===== src/design/xfr_pkg.sv =====
`default_nettype none
package xfr_pkg;

  localparam int FRAME_BYTES = 132;
  localparam int DATA_BYTES  = 128;
  localparam int WORDS       = DATA_BYTES / 4;
  localparam int WCNT_W      = $clog2(WORDS + 1);

  localparam logic [7:0] LEAD_SOH = 8'h01;
  localparam logic [7:0] LEAD_EOT = 8'h04;

  localparam logic [1:0] ACT_WRITE = 2'd0;
  localparam logic [1:0] ACT_ACK   = 2'd1;
  localparam logic [1:0] ACT_NAK   = 2'd2;

  localparam int CFG_IDX_W  = 2;
  localparam int CFG_DATA_W = 32;

  localparam logic [CFG_IDX_W-1:0] REG_BASE     = 2'd0;
  localparam logic [CFG_IDX_W-1:0] REG_LIMIT    = 2'd1;
  localparam logic [CFG_IDX_W-1:0] REG_TIMEOUT  = 2'd2;
  localparam logic [CFG_IDX_W-1:0] REG_EOT_WAIT = 2'd3;

  localparam logic [31:0] BASE_RST     = 32'h0800_5000;
  localparam logic [31:0] LIMIT_RST    = 32'h0802_0000;
  localparam logic [7:0]  TIMEOUT_RST  = 8'd200;
  localparam logic [7:0]  EOT_WAIT_RST = 8'd20;

  typedef struct packed {
    logic [31:0] base;
    logic [31:0] limit;
    logic [7:0]  timeout;
    logic [7:0]  eot_wait;
    logic        base_load;
  } cfg_t;

endpackage
`default_nettype wire


===== src/design/xfr_if.sv =====
`default_nettype none
interface xfr_in_if;
  logic       valid;
  logic       ready;
  logic       func;
  logic [7:0] rx_byte;

  modport source(output valid, output func, output rx_byte, input ready);
  modport sink(input valid, input func, input rx_byte, output ready);
endinterface

interface xfr_out_if;
  logic        valid;
  logic        ready;
  logic [1:0]  action;
  logic [31:0] flash_address;
  logic [31:0] flash_word;
  logic        session_done;
  logic [31:0] end_address;
  logic        last;

  modport source(output valid, output action, output flash_address, output flash_word,
                 output session_done, output end_address, output last, input ready);
  modport sink(input valid, input action, input flash_address, input flash_word,
               input session_done, input end_address, input last, output ready);
endinterface
`default_nettype wire


===== src/design/xmodem_frame_receiver_unit.sv =====
`default_nettype none
// XMODEM frame receiver. Each input beat is a received byte or a timer tick and is taken
// whenever the block is idle and its result register is free. A frame that starts
// with SOH and is below the limit address is unloaded as 32 flash write beats and an ACK:
// one word per cycle while the output is not stalled, paced by the single row
// read port of the frame store and by output back-pressure; no input is taken during that
// time. Every other judgement gives one beat (ACK, NAK or the final ACK with session done).
// The frame store needs no clearing pass: the byte count masks stale entries on read.
module xmodem_frame_receiver_unit #(
  parameter int BUF_DEPTH = 140
) (
  input  wire logic                           clk,
  input  wire logic                           rst_n,
  xfr_in_if.sink                              in_ch,
  xfr_out_if.source                           out_ch,
  input  wire logic                           cfg_we,
  input  wire logic [xfr_pkg::CFG_IDX_W-1:0]  cfg_index,
  input  wire logic [xfr_pkg::CFG_DATA_W-1:0] cfg_wdata
);

  localparam int ROWS = (BUF_DEPTH + 4) / 4;
  localparam int RW   = $clog2(ROWS);

  logic [31:0]   base_r, base_nxt;
  logic [31:0]   limit_r, limit_nxt;
  logic [7:0]    timeout_r, timeout_nxt;
  logic [7:0]    eot_wait_r, eot_wait_nxt;
  xfr_pkg::cfg_t cfg;

  logic          st_wr_en;
  logic [RW-1:0] st_wr_row;
  logic [1:0]    st_wr_lane;
  logic [7:0]    st_wr_byte;
  logic          st_rd_en;
  logic [RW-1:0] st_rd_row;
  logic [31:0]   st_rd_data;

  always_comb begin
    base_nxt     = base_r;
    limit_nxt    = limit_r;
    timeout_nxt  = timeout_r;
    eot_wait_nxt = eot_wait_r;
    if (cfg_we) begin
      case (cfg_index)
        xfr_pkg::REG_BASE:     base_nxt     = cfg_wdata;
        xfr_pkg::REG_LIMIT:    limit_nxt    = cfg_wdata;
        xfr_pkg::REG_TIMEOUT:  timeout_nxt  = cfg_wdata[7:0];
        xfr_pkg::REG_EOT_WAIT: eot_wait_nxt = cfg_wdata[7:0];
        default: begin
        end
      endcase
    end
  end

  always_ff @(posedge clk) begin
    if (!rst_n) begin
      base_r     <= xfr_pkg::BASE_RST;
      limit_r    <= xfr_pkg::LIMIT_RST;
      timeout_r  <= xfr_pkg::TIMEOUT_RST;
      eot_wait_r <= xfr_pkg::EOT_WAIT_RST;
    end else begin
      base_r     <= base_nxt;
      limit_r    <= limit_nxt;
      timeout_r  <= timeout_nxt;
      eot_wait_r <= eot_wait_nxt;
    end
  end

  always_comb begin
    cfg.base      = base_nxt;
    cfg.limit     = limit_r;
    cfg.timeout   = timeout_r;
    cfg.eot_wait  = eot_wait_r;
    cfg.base_load = cfg_we && (cfg_index == xfr_pkg::REG_BASE);
  end

  xfr_store #(
    .BUF_DEPTH(BUF_DEPTH)
  ) u_store (
    .clk     (clk),
    .wr_en   (st_wr_en),
    .wr_row  (st_wr_row),
    .wr_lane (st_wr_lane),
    .wr_byte (st_wr_byte),
    .rd_en   (st_rd_en),
    .rd_row  (st_rd_row),
    .rd_data (st_rd_data)
  );

  xfr_seq #(
    .BUF_DEPTH(BUF_DEPTH)
  ) u_seq (
    .clk        (clk),
    .rst_n      (rst_n),
    .cfg        (cfg),
    .in_ch      (in_ch),
    .out_ch     (out_ch),
    .st_wr_en   (st_wr_en),
    .st_wr_row  (st_wr_row),
    .st_wr_lane (st_wr_lane),
    .st_wr_byte (st_wr_byte),
    .st_rd_en   (st_rd_en),
    .st_rd_row  (st_rd_row),
    .st_rd_data (st_rd_data)
  );

endmodule
`default_nettype wire


===== src/design/xfr_store.sv =====
`default_nettype none
module xfr_store #(
  parameter int BUF_DEPTH = 140,
  localparam int ROWS = (BUF_DEPTH + 4) / 4,
  localparam int RW   = $clog2(ROWS)
) (
  input  wire logic          clk,
  input  wire logic          wr_en,
  input  wire logic [RW-1:0] wr_row,
  input  wire logic [1:0]    wr_lane,
  input  wire logic [7:0]    wr_byte,
  input  wire logic          rd_en,
  input  wire logic [RW-1:0] rd_row,
  output logic [31:0]        rd_data
);

  logic [3:0][7:0] mem_r [ROWS];
  logic [31:0]     rd_data_r;

  always_ff @(posedge clk) begin
    if (wr_en) begin
      mem_r[wr_row][wr_lane] <= wr_byte;
    end
    if (rd_en) begin
      rd_data_r <= mem_r[rd_row];
    end
  end

  assign rd_data = rd_data_r;

endmodule
`default_nettype wire


===== src/design/xfr_seq.sv =====
`default_nettype none
module xfr_seq #(
  parameter int BUF_DEPTH = 140,
  localparam int ROWS = (BUF_DEPTH + 4) / 4,
  localparam int RW   = $clog2(ROWS),
  localparam int CW   = $clog2(BUF_DEPTH + 1)
) (
  input  wire logic          clk,
  input  wire logic          rst_n,
  input  wire xfr_pkg::cfg_t cfg,
  xfr_in_if.sink             in_ch,
  xfr_out_if.source          out_ch,
  output logic               st_wr_en,
  output logic [RW-1:0]      st_wr_row,
  output logic [1:0]         st_wr_lane,
  output logic [7:0]         st_wr_byte,
  output logic               st_rd_en,
  output logic [RW-1:0]      st_rd_row,
  input  wire logic [31:0]   st_rd_data
);

  localparam logic [1:0] ST_IDLE  = 2'd0;
  localparam logic [1:0] ST_WORDS = 2'd1;
  localparam logic [1:0] ST_ACK   = 2'd2;

  localparam logic [1:0] PH_RECV = 2'd0;
  localparam logic [1:0] PH_EOTW = 2'd1;
  localparam logic [1:0] PH_DONE = 2'd2;

  localparam logic [CW-1:0] BUF_CNT   = CW'(BUF_DEPTH);
  localparam logic [CW-1:0] FRAME_CNT = CW'(xfr_pkg::FRAME_BYTES);
  localparam logic [xfr_pkg::WCNT_W-1:0] WORD_CNT = xfr_pkg::WCNT_W'(xfr_pkg::WORDS);

  logic [1:0]                    st_r, st_nxt;
  logic [1:0]                    ph_r, ph_nxt;
  logic [CW-1:0]                 cnt_r, cnt_nxt;
  logic [7:0]                    timer_r, timer_nxt;
  logic [31:0]                   wa_r, wa_nxt;
  logic [7:0]                    lead_r, lead_nxt;
  logic [31:0]                   addr_r, addr_nxt;
  logic [xfr_pkg::WCNT_W-1:0]    issue_r, issue_nxt;
  logic [xfr_pkg::WCNT_W-2:0]    wk_r, wk_nxt;
  logic                          pend_r, pend_nxt;

  logic                          ov_r, ov_nxt;
  logic [1:0]                    o_act_r, o_act_nxt;
  logic [31:0]                   o_addr_r, o_addr_nxt;
  logic [31:0]                   o_word_r, o_word_nxt;
  logic                          o_done_r, o_done_nxt;
  logic [31:0]                   o_end_r, o_end_nxt;
  logic                          o_last_r, o_last_nxt;

  logic                          slot_free;
  logic                          acc;
  logic                          cnt_inc;
  logic [CW-1:0]                 pos;
  logic [CW-1:0]                 cnt_new;
  logic [7:0]                    lead_j;
  logic [7:0]                    timer_dec;
  logic                          judge;
  logic                          consume;
  logic                          issue;
  logic [31:0]                   word_m;
  logic [31:0]                   addr_sum;

  assign addr_sum = addr_r + 32'd4;

  always_comb begin
    st_nxt     = st_r;
    ph_nxt     = ph_r;
    cnt_nxt    = cnt_r;
    timer_nxt  = timer_r;
    wa_nxt     = wa_r;
    lead_nxt   = lead_r;
    addr_nxt   = addr_r;
    issue_nxt  = issue_r;
    wk_nxt     = wk_r;
    pend_nxt   = pend_r;
    o_act_nxt  = o_act_r;
    o_addr_nxt = o_addr_r;
    o_word_nxt = o_word_r;
    o_done_nxt = o_done_r;
    o_end_nxt  = o_end_r;
    o_last_nxt = o_last_r;

    slot_free    = !ov_r || out_ch.ready;
    ov_nxt       = ov_r && !out_ch.ready;
    in_ch.ready  = (st_r == ST_IDLE) && slot_free;
    acc          = in_ch.valid && in_ch.ready;

    cnt_inc   = cnt_r < BUF_CNT;
    pos       = cnt_r + CW'(1);
    cnt_new   = (!in_ch.func && cnt_inc) ? pos : cnt_r;
    lead_j    = (!in_ch.func && cnt_r == '0) ? in_ch.rx_byte : lead_r;
    timer_dec = (timer_r != 8'd0) ? timer_r - 8'd1 : 8'd0;
    judge     = 1'b0;

    st_wr_en   = 1'b0;
    st_wr_row  = RW'(pos >> 2);
    st_wr_lane = pos[1:0];
    st_wr_byte = in_ch.rx_byte;

    for (int j = 0; j < 4; j++) begin
      word_m[8*j +: 8] = (((CW'(wk_r) << 2) + CW'(3 + j)) < cnt_r) ?
                         st_rd_data[8*j +: 8] : 8'd0;
    end

    consume   = (st_r == ST_WORDS) && pend_r && slot_free;
    issue     = (st_r == ST_WORDS) && (issue_r != WORD_CNT) && (!pend_r || consume);
    st_rd_en  = issue;
    st_rd_row = RW'(issue_r) + RW'(1);

    if (acc && ph_r != PH_DONE) begin
      if (!in_ch.func) begin
        st_wr_en = cnt_inc;
        cnt_nxt  = cnt_new;
        lead_nxt = lead_j;
        judge    = (ph_r == PH_RECV) && (cnt_new >= FRAME_CNT);
      end else begin
        timer_nxt = timer_dec;
        if (timer_dec == 8'd0) begin
          if (ph_r == PH_RECV) begin
            judge = 1'b1;
          end else begin
            ov_nxt     = 1'b1;
            o_act_nxt  = xfr_pkg::ACT_ACK;
            o_addr_nxt = '0;
            o_word_nxt = '0;
            o_done_nxt = 1'b1;
            o_end_nxt  = wa_r;
            o_last_nxt = 1'b1;
            ph_nxt     = PH_DONE;
          end
        end
      end

      if (judge) begin
        o_addr_nxt = '0;
        o_word_nxt = '0;
        o_done_nxt = 1'b0;
        o_end_nxt  = '0;
        o_last_nxt = 1'b1;
        if (cnt_new != '0 && lead_j == xfr_pkg::LEAD_SOH && wa_r < cfg.limit) begin
          st_nxt    = ST_WORDS;
          issue_nxt = '0;
          pend_nxt  = 1'b0;
          addr_nxt  = wa_r;
        end else if (cnt_new != '0 && lead_j == xfr_pkg::LEAD_EOT) begin
          ov_nxt    = 1'b1;
          o_act_nxt = xfr_pkg::ACT_ACK;
          ph_nxt    = PH_EOTW;
          timer_nxt = cfg.eot_wait;
        end else begin
          ov_nxt    = 1'b1;
          o_act_nxt = (cnt_new != '0 && lead_j == xfr_pkg::LEAD_SOH) ?
                      xfr_pkg::ACT_ACK : xfr_pkg::ACT_NAK;
          cnt_nxt   = '0;
          timer_nxt = cfg.timeout;
        end
      end
    end

    if (issue) begin
      issue_nxt = issue_r + xfr_pkg::WCNT_W'(1);
      wk_nxt    = issue_r[xfr_pkg::WCNT_W-2:0];
    end
    if (issue) begin
      pend_nxt = 1'b1;
    end else if (consume) begin
      pend_nxt = 1'b0;
    end

    if (consume) begin
      ov_nxt     = 1'b1;
      o_act_nxt  = xfr_pkg::ACT_WRITE;
      o_addr_nxt = addr_r;
      o_word_nxt = word_m;
      o_done_nxt = 1'b0;
      o_end_nxt  = '0;
      o_last_nxt = 1'b0;
      addr_nxt   = addr_sum;
      if (issue_r == WORD_CNT) begin
        st_nxt = ST_ACK;
      end
    end

    if (st_r == ST_ACK && slot_free) begin
      ov_nxt     = 1'b1;
      o_act_nxt  = xfr_pkg::ACT_ACK;
      o_addr_nxt = '0;
      o_word_nxt = '0;
      o_done_nxt = 1'b0;
      o_end_nxt  = '0;
      o_last_nxt = 1'b1;
      wa_nxt     = addr_r;
      cnt_nxt    = '0;
      timer_nxt  = cfg.timeout;
      st_nxt     = ST_IDLE;
    end

    if (cfg.base_load) begin
      wa_nxt = cfg.base;
    end
  end

  always_ff @(posedge clk) begin
    if (!rst_n) begin
      st_r    <= ST_IDLE;
      ph_r    <= PH_RECV;
      cnt_r   <= '0;
      timer_r <= xfr_pkg::TIMEOUT_RST;
      wa_r    <= xfr_pkg::BASE_RST;
      issue_r <= '0;
      pend_r  <= 1'b0;
      ov_r    <= 1'b0;
    end else begin
      st_r    <= st_nxt;
      ph_r    <= ph_nxt;
      cnt_r   <= cnt_nxt;
      timer_r <= timer_nxt;
      wa_r    <= wa_nxt;
      issue_r <= issue_nxt;
      pend_r  <= pend_nxt;
      ov_r    <= ov_nxt;
    end
  end

  always_ff @(posedge clk) begin
    lead_r   <= lead_nxt;
    addr_r   <= addr_nxt;
    wk_r     <= wk_nxt;
    o_act_r  <= o_act_nxt;
    o_addr_r <= o_addr_nxt;
    o_word_r <= o_word_nxt;
    o_done_r <= o_done_nxt;
    o_end_r  <= o_end_nxt;
    o_last_r <= o_last_nxt;
  end

  assign out_ch.valid         = ov_r;
  assign out_ch.action        = o_act_r;
  assign out_ch.flash_address = o_addr_r;
  assign out_ch.flash_word    = o_word_r;
  assign out_ch.session_done  = o_done_r;
  assign out_ch.end_address   = o_end_r;
  assign out_ch.last          = o_last_r;

endmodule
`default_nettype wire


===== src/flat_wrapper.sv =====
// flat-port wrapper written by rule: the top's interface ports become plain ports
module xmodem_frame_receiver_unit_flat 
#(
  parameter int BUF_DEPTH = 140
)
  (clk, rst_n, cfg_we, cfg_index, cfg_wdata, in_ch_valid, in_ch_func, in_ch_rx_byte, in_ch_ready, out_ch_valid, out_ch_action, out_ch_flash_address, out_ch_flash_word, out_ch_session_done, out_ch_end_address, out_ch_last, out_ch_ready);
  xfr_in_if in_ch_i ();
  xfr_out_if out_ch_i ();
  input  wire logic clk;
  input  wire logic rst_n;
  input  wire logic cfg_we;
  input  wire logic [xfr_pkg::CFG_IDX_W-1:0] cfg_index;
  input  wire logic [xfr_pkg::CFG_DATA_W-1:0] cfg_wdata;
  input wire logic [$bits(in_ch_i.valid)-1:0] in_ch_valid;
  input wire logic [$bits(in_ch_i.func)-1:0] in_ch_func;
  input wire logic [$bits(in_ch_i.rx_byte)-1:0] in_ch_rx_byte;
  output wire logic [$bits(in_ch_i.ready)-1:0] in_ch_ready;
  output wire logic [$bits(out_ch_i.valid)-1:0] out_ch_valid;
  output wire logic [$bits(out_ch_i.action)-1:0] out_ch_action;
  output wire logic [$bits(out_ch_i.flash_address)-1:0] out_ch_flash_address;
  output wire logic [$bits(out_ch_i.flash_word)-1:0] out_ch_flash_word;
  output wire logic [$bits(out_ch_i.session_done)-1:0] out_ch_session_done;
  output wire logic [$bits(out_ch_i.end_address)-1:0] out_ch_end_address;
  output wire logic [$bits(out_ch_i.last)-1:0] out_ch_last;
  input wire logic [$bits(out_ch_i.ready)-1:0] out_ch_ready;
  assign in_ch_i.valid = in_ch_valid;
  assign in_ch_i.func = in_ch_func;
  assign in_ch_i.rx_byte = in_ch_rx_byte;
  assign in_ch_ready = in_ch_i.ready;
  assign out_ch_valid = out_ch_i.valid;
  assign out_ch_action = out_ch_i.action;
  assign out_ch_flash_address = out_ch_i.flash_address;
  assign out_ch_flash_word = out_ch_i.flash_word;
  assign out_ch_session_done = out_ch_i.session_done;
  assign out_ch_end_address = out_ch_i.end_address;
  assign out_ch_last = out_ch_i.last;
  assign out_ch_i.ready = out_ch_ready;
  xmodem_frame_receiver_unit #(.BUF_DEPTH(BUF_DEPTH)) u_core (.clk(clk), .rst_n(rst_n), .in_ch(in_ch_i), .out_ch(out_ch_i), .cfg_we(cfg_we), .cfg_index(cfg_index), .cfg_wdata(cfg_wdata));
endmodule

===== config.mk =====
export PLATFORM = sky130hd
export DESIGN_NAME = xmodem_frame_receiver_unit_flat
export DESIGN_NICKNAME = d
export VERILOG_FILES = /design/src/design/xfr_pkg.sv /design/src/design/xfr_if.sv /design/src/design/xmodem_frame_receiver_unit.sv /design/src/design/xfr_store.sv /design/src/design/xfr_seq.sv /design/src/flat_wrapper.sv
export SDC_FILE = /design/constraint.sdc
export NUM_CORES = 2
export LEC_CHECK = 0
export BUFFER_PORTS_ARGS = -buffer_cell sky130_fd_sc_hd__buf_2
export CAP_MARGIN = 30
export CORE_MARGIN = 10
export CORE_UTILIZATION = 55
export CTS_CLUSTER_DIAMETER = 60
export CTS_CLUSTER_SIZE = 8
export DETAILED_ROUTE_END_ITERATION = 6
export PLACE_DENSITY = 0.8
export SLEW_MARGIN = 20
export SYNTH_ARGS = -nofsm -noshare
export SYNTH_HDL_FRONTEND = slang
export SYNTH_SLANG_ARGS = --single-unit

===== constraint.sdc =====
create_clock -name clk -period 5.75 [get_ports clk]
set_input_delay 1.15 -clock clk [delete_from_list [all_inputs] [get_ports clk]]
set_output_delay 1.15 -clock clk [all_outputs]
set_load 0.02 [all_outputs]

==> summary.md <==
| Metric | Value |
|---|---|
| Critical Path Fanout Max | `88` |
| Max_cap viols | `0` |
| Leakage power | `21.3 nW` |
| Die ar. | `118000 um^2` |
| Clk sink count | `1437` |
| Max_slew headroom | `30.0%` |
| CP startpoint kind | `flop` |
| CTS buffer count | `198` |
| Commonest non-fill, non-tap cell in the layout | `edfxtp_1` |
| Setup Fix Bufs, Post-CTS | `0` |
| Arrival @ worst endpoint | `4.78 ns` |
| Wirelength per Cell | `29.5 um` |
| Met3 Resource Use GR | `5.17%` |
| Via density | `6.52` |
| Hold Fails Final Rpt | `0` |
| CTS root buffer | `clkbuf_16` |
| Crit path capture type | `flop` |
| Worst-Skew Late Latency | `0.79 ns` |
| Vias | `33200` |
| Outcome | `finished, violations left` |
| CTS tree | `done` |
| Boundary pin count | `150` |
| Gp weighted congestion | `0.857` |
| Port bufs | `149` |
| Pwr dens | `341 nW/um^2` |
| Synthesized cell area | `57700 um^2` |
| Fin crit period | `4.29 ns` |
| Fin util | `63.4%` |
| Number of remaining DRC errors | `7` |
| Setup TNS | `0 ns` |
| Drt total wl | `150000 um` |
| Met1 Use GR | `34.0%` |
| Place WS | `1.44 ns` |
| Top Usage Layer GRT | `met2` |
| Global route overflow | `0` |
| Number of synthesized register bits | `1437` |
| Failing checks | `DRC` |
| Worst-Margin Slew | `1.05 ns` |
| Detailed Route Iter0 Violations | `4604` |
| Cell row count | `118` |
| Crit Path Class | `flop to flop` |
| Cells after Synth | `3396` |
| Nets | `3708` |
| Die W | `344 um` |
| DRT Pass-1 Iters | `7` |
| CTS clock-pin slew for the worst setup and hold paths | `0.05 ns` |
| Max VDD drop | `311 uV` |
| Core footprint | `104000 um^2` |
| Area growth syn-to-layout | `14.1%` |
| Main synth FF type | `edfxtp_1` |
| PostCTS Resize Cnt | `0` |
| Most frequent cells in the layout | `edfxtp_1 (1229), mux4_2 (352), nand2_1 (299), nor2_1 (256), dfxtp_1 (207)` |
| ANT nets after route | `0` |
| Post-synth EDFFs | `1229` |
| Hold_ws | `0.448 ns` |
| Vias in the first global route | `33100` |
| Min-Delay Path Class | `flop to flop` |
| Layout Skew | `0.0314 ns` |
| Critical Path RT | `6.24 ns` |
| Fin crit share | `74.6%` |
| Fraction of layout cells with a size suffix above 1 | `22.5%` |
| Htree depth | `4` |
| Synthesis Warnings | `0` |
| CTS Hold Buffers Added | `0` |
| PnR worst setup slack | `1.46 ns` |
| Net Count, Synth | `3495` |
| Die Ht | `344 um` |
| Final setup vio count | `0` |
| Largest net degree at the start of global routing | `98` |
| GRT Util Overall | `25.3%` |
| Max-slew violations | `0` |
| Initial Utilization | `55.6%` |
| Clock Tree Buf Depth | `3` |
| RSZ-0062 raised after global routing | `no` |
| HPWL Detailed | `86200 um` |
| Fmax | `233 MHz` |
| Post-synth ARST share | `0%` |
| Avg Cell Area, Syn | `17.0 um^2` |
| GRT met2 Usage | `40.9%` |
| First-pass GRT wire length | `223000 um` |
| Initial antenna violation count | `6` |
| Synth unique cells | `69` |
| Register area share after synthesis | `71.2%` |
[cell type report]
type | instances | area, um^2
Inverter | 58 | 218
Fill cell | 6741 | 37900
Tap cell | 1380 | 1730
Antenna cell | 1 | 2.50
Timing Repair Buffer | 217 | 1460
Sequential cell | 1437 | 41100
Clock buffer | 287 | 5360
Multi-Input combinational cell | 1697 | 15800
Clock inverter | 14 | 250
[power by group]
group          total, W  internal, W  switching (W)
Clock            0.0107      0.00641        0.00427
Combinational  0.000417     0.000110       0.000308
Sequential       0.0114       0.0113      0.0000345
Total            0.0225       0.0179        0.00461
[critical path: stages (launching register included)]
cell and delay (ns):
dfxtp_4 0.83, inv_1 0.23, ha_4 0.83, buf_12 0.51
mux4_2 0.43, mux4_2 0.54, mux2i_1 0.39, a21oi_1 0.16
[sequential cells by signal, indices dropped and copies added (netlist names), 32 cells and up]
| register | flops |
|---|---|
| u_core.u_seq.addr_r | 32 |
| u_core.u_store.mem_r | 1152 |
| u_core.u_seq.out_ch.flash_word | 32 |
| u_core.u_seq.wa_r | 32 |
| u_core.u_seq.out_ch.end_address | 32 |
| u_core.u_store.rd_data | 32 |
| u_core.limit_r | 32 |
| u_core.u_seq.out_ch.flash_address | 32 |
[kinds of logic (layout without fill, tap and decap cells)]
logic type / Yosys count / count (layout) / synth area share (%)
flops: 1437 / 1437 / 71.2
simple gates: 804 / 804 / 6.28
mux: 427 / 427 / 15.1
compound gates: 373 / 373 / 4.00
buf+inv: 262 / 576 / 1.75
fa+ha+maj: 51 / 51 / 1.11
xor+xnor: 42 / 42 / 0.637
other cells: 0 / 1 / 0
[per-stage QoR]
step                      power, W  instance area [um^2]  cells
final                       0.0225                 65900   5091
after global routing        0.0230                 65900   5090
after CTS                   0.0225                 65800   5086
after detailed placement    0.0120                 60200   4785
after global placement      0.0120                 60100   4779
after floorplan             0.0117                 57700   3396
[synth_stat cells, drive strengths merged, types with 5 or more instances]
cell | instances | share of area, %
a21oi | 120 | 1.0
dfxtp | 208 | 7.2
ha | 51 | 1.1
buf | 46 | 0.35
o21ai | 100 | 0.87
and2 | 41 | 0.44
a221oi | 7 | 0.14
nor4 | 10 | 0.13
nand4 | 50 | 0.55
a211oi | 10 | 0.15
a21boi | 44 | 0.57
o21a | 6 | 0.078
nand3 | 69 | 0.60
and4 | 7 | 0.11
a21o | 6 | 0.078
mux2i | 66 | 1.1
a31oi | 10 | 0.11
nor3 | 19 | 0.17
mux4 | 352 | 14
nor2 | 257 | 1.7
inv | 57 | 0.37
and3 | 9 | 0.098
mux2 | 9 | 0.18
nand2b | 6 | 0.065
nand2 | 301 | 2.0
xor2 | 18 | 0.27
edfxtp | 1229 | 64
o22ai | 7 | 0.076
nor2b | 5 | 0.054
nand3b | 6 | 0.078
or2 | 7 | 0.076
a22oi | 39 | 0.53
xnor2 | 24 | 0.36
clkbuf | 158 | 1.0
[routing by layer]
metal | vias up | part of all wire, %
met2 | 2303 | 49
met5 | - | 0.0080
met4 | 2 | 3.8
li1 | 13700 | -
met3 | 382 | 11
met1 | 16800 | 37
[worst paths after layout]
kind              depth (start not counted)                                start  slack [ns]                                   to
setup reg to reg                          7              u_core.u_seq.issue_r[0]        1.46           u_core.u_store.rd_data[30]
hold reg to reg                           2  u_core.u_seq.out_ch.end_address[10]        0.45  u_core.u_seq.out_ch.end_address[10]
setup / recovery                          7              u_core.u_seq.issue_r[0]        1.46           u_core.u_store.rd_data[30]
hold / removal                            2  u_core.u_seq.out_ch.end_address[10]        0.45  u_core.u_seq.out_ch.end_address[10]
Note: power is estimated with default switching activity, not from simulation.
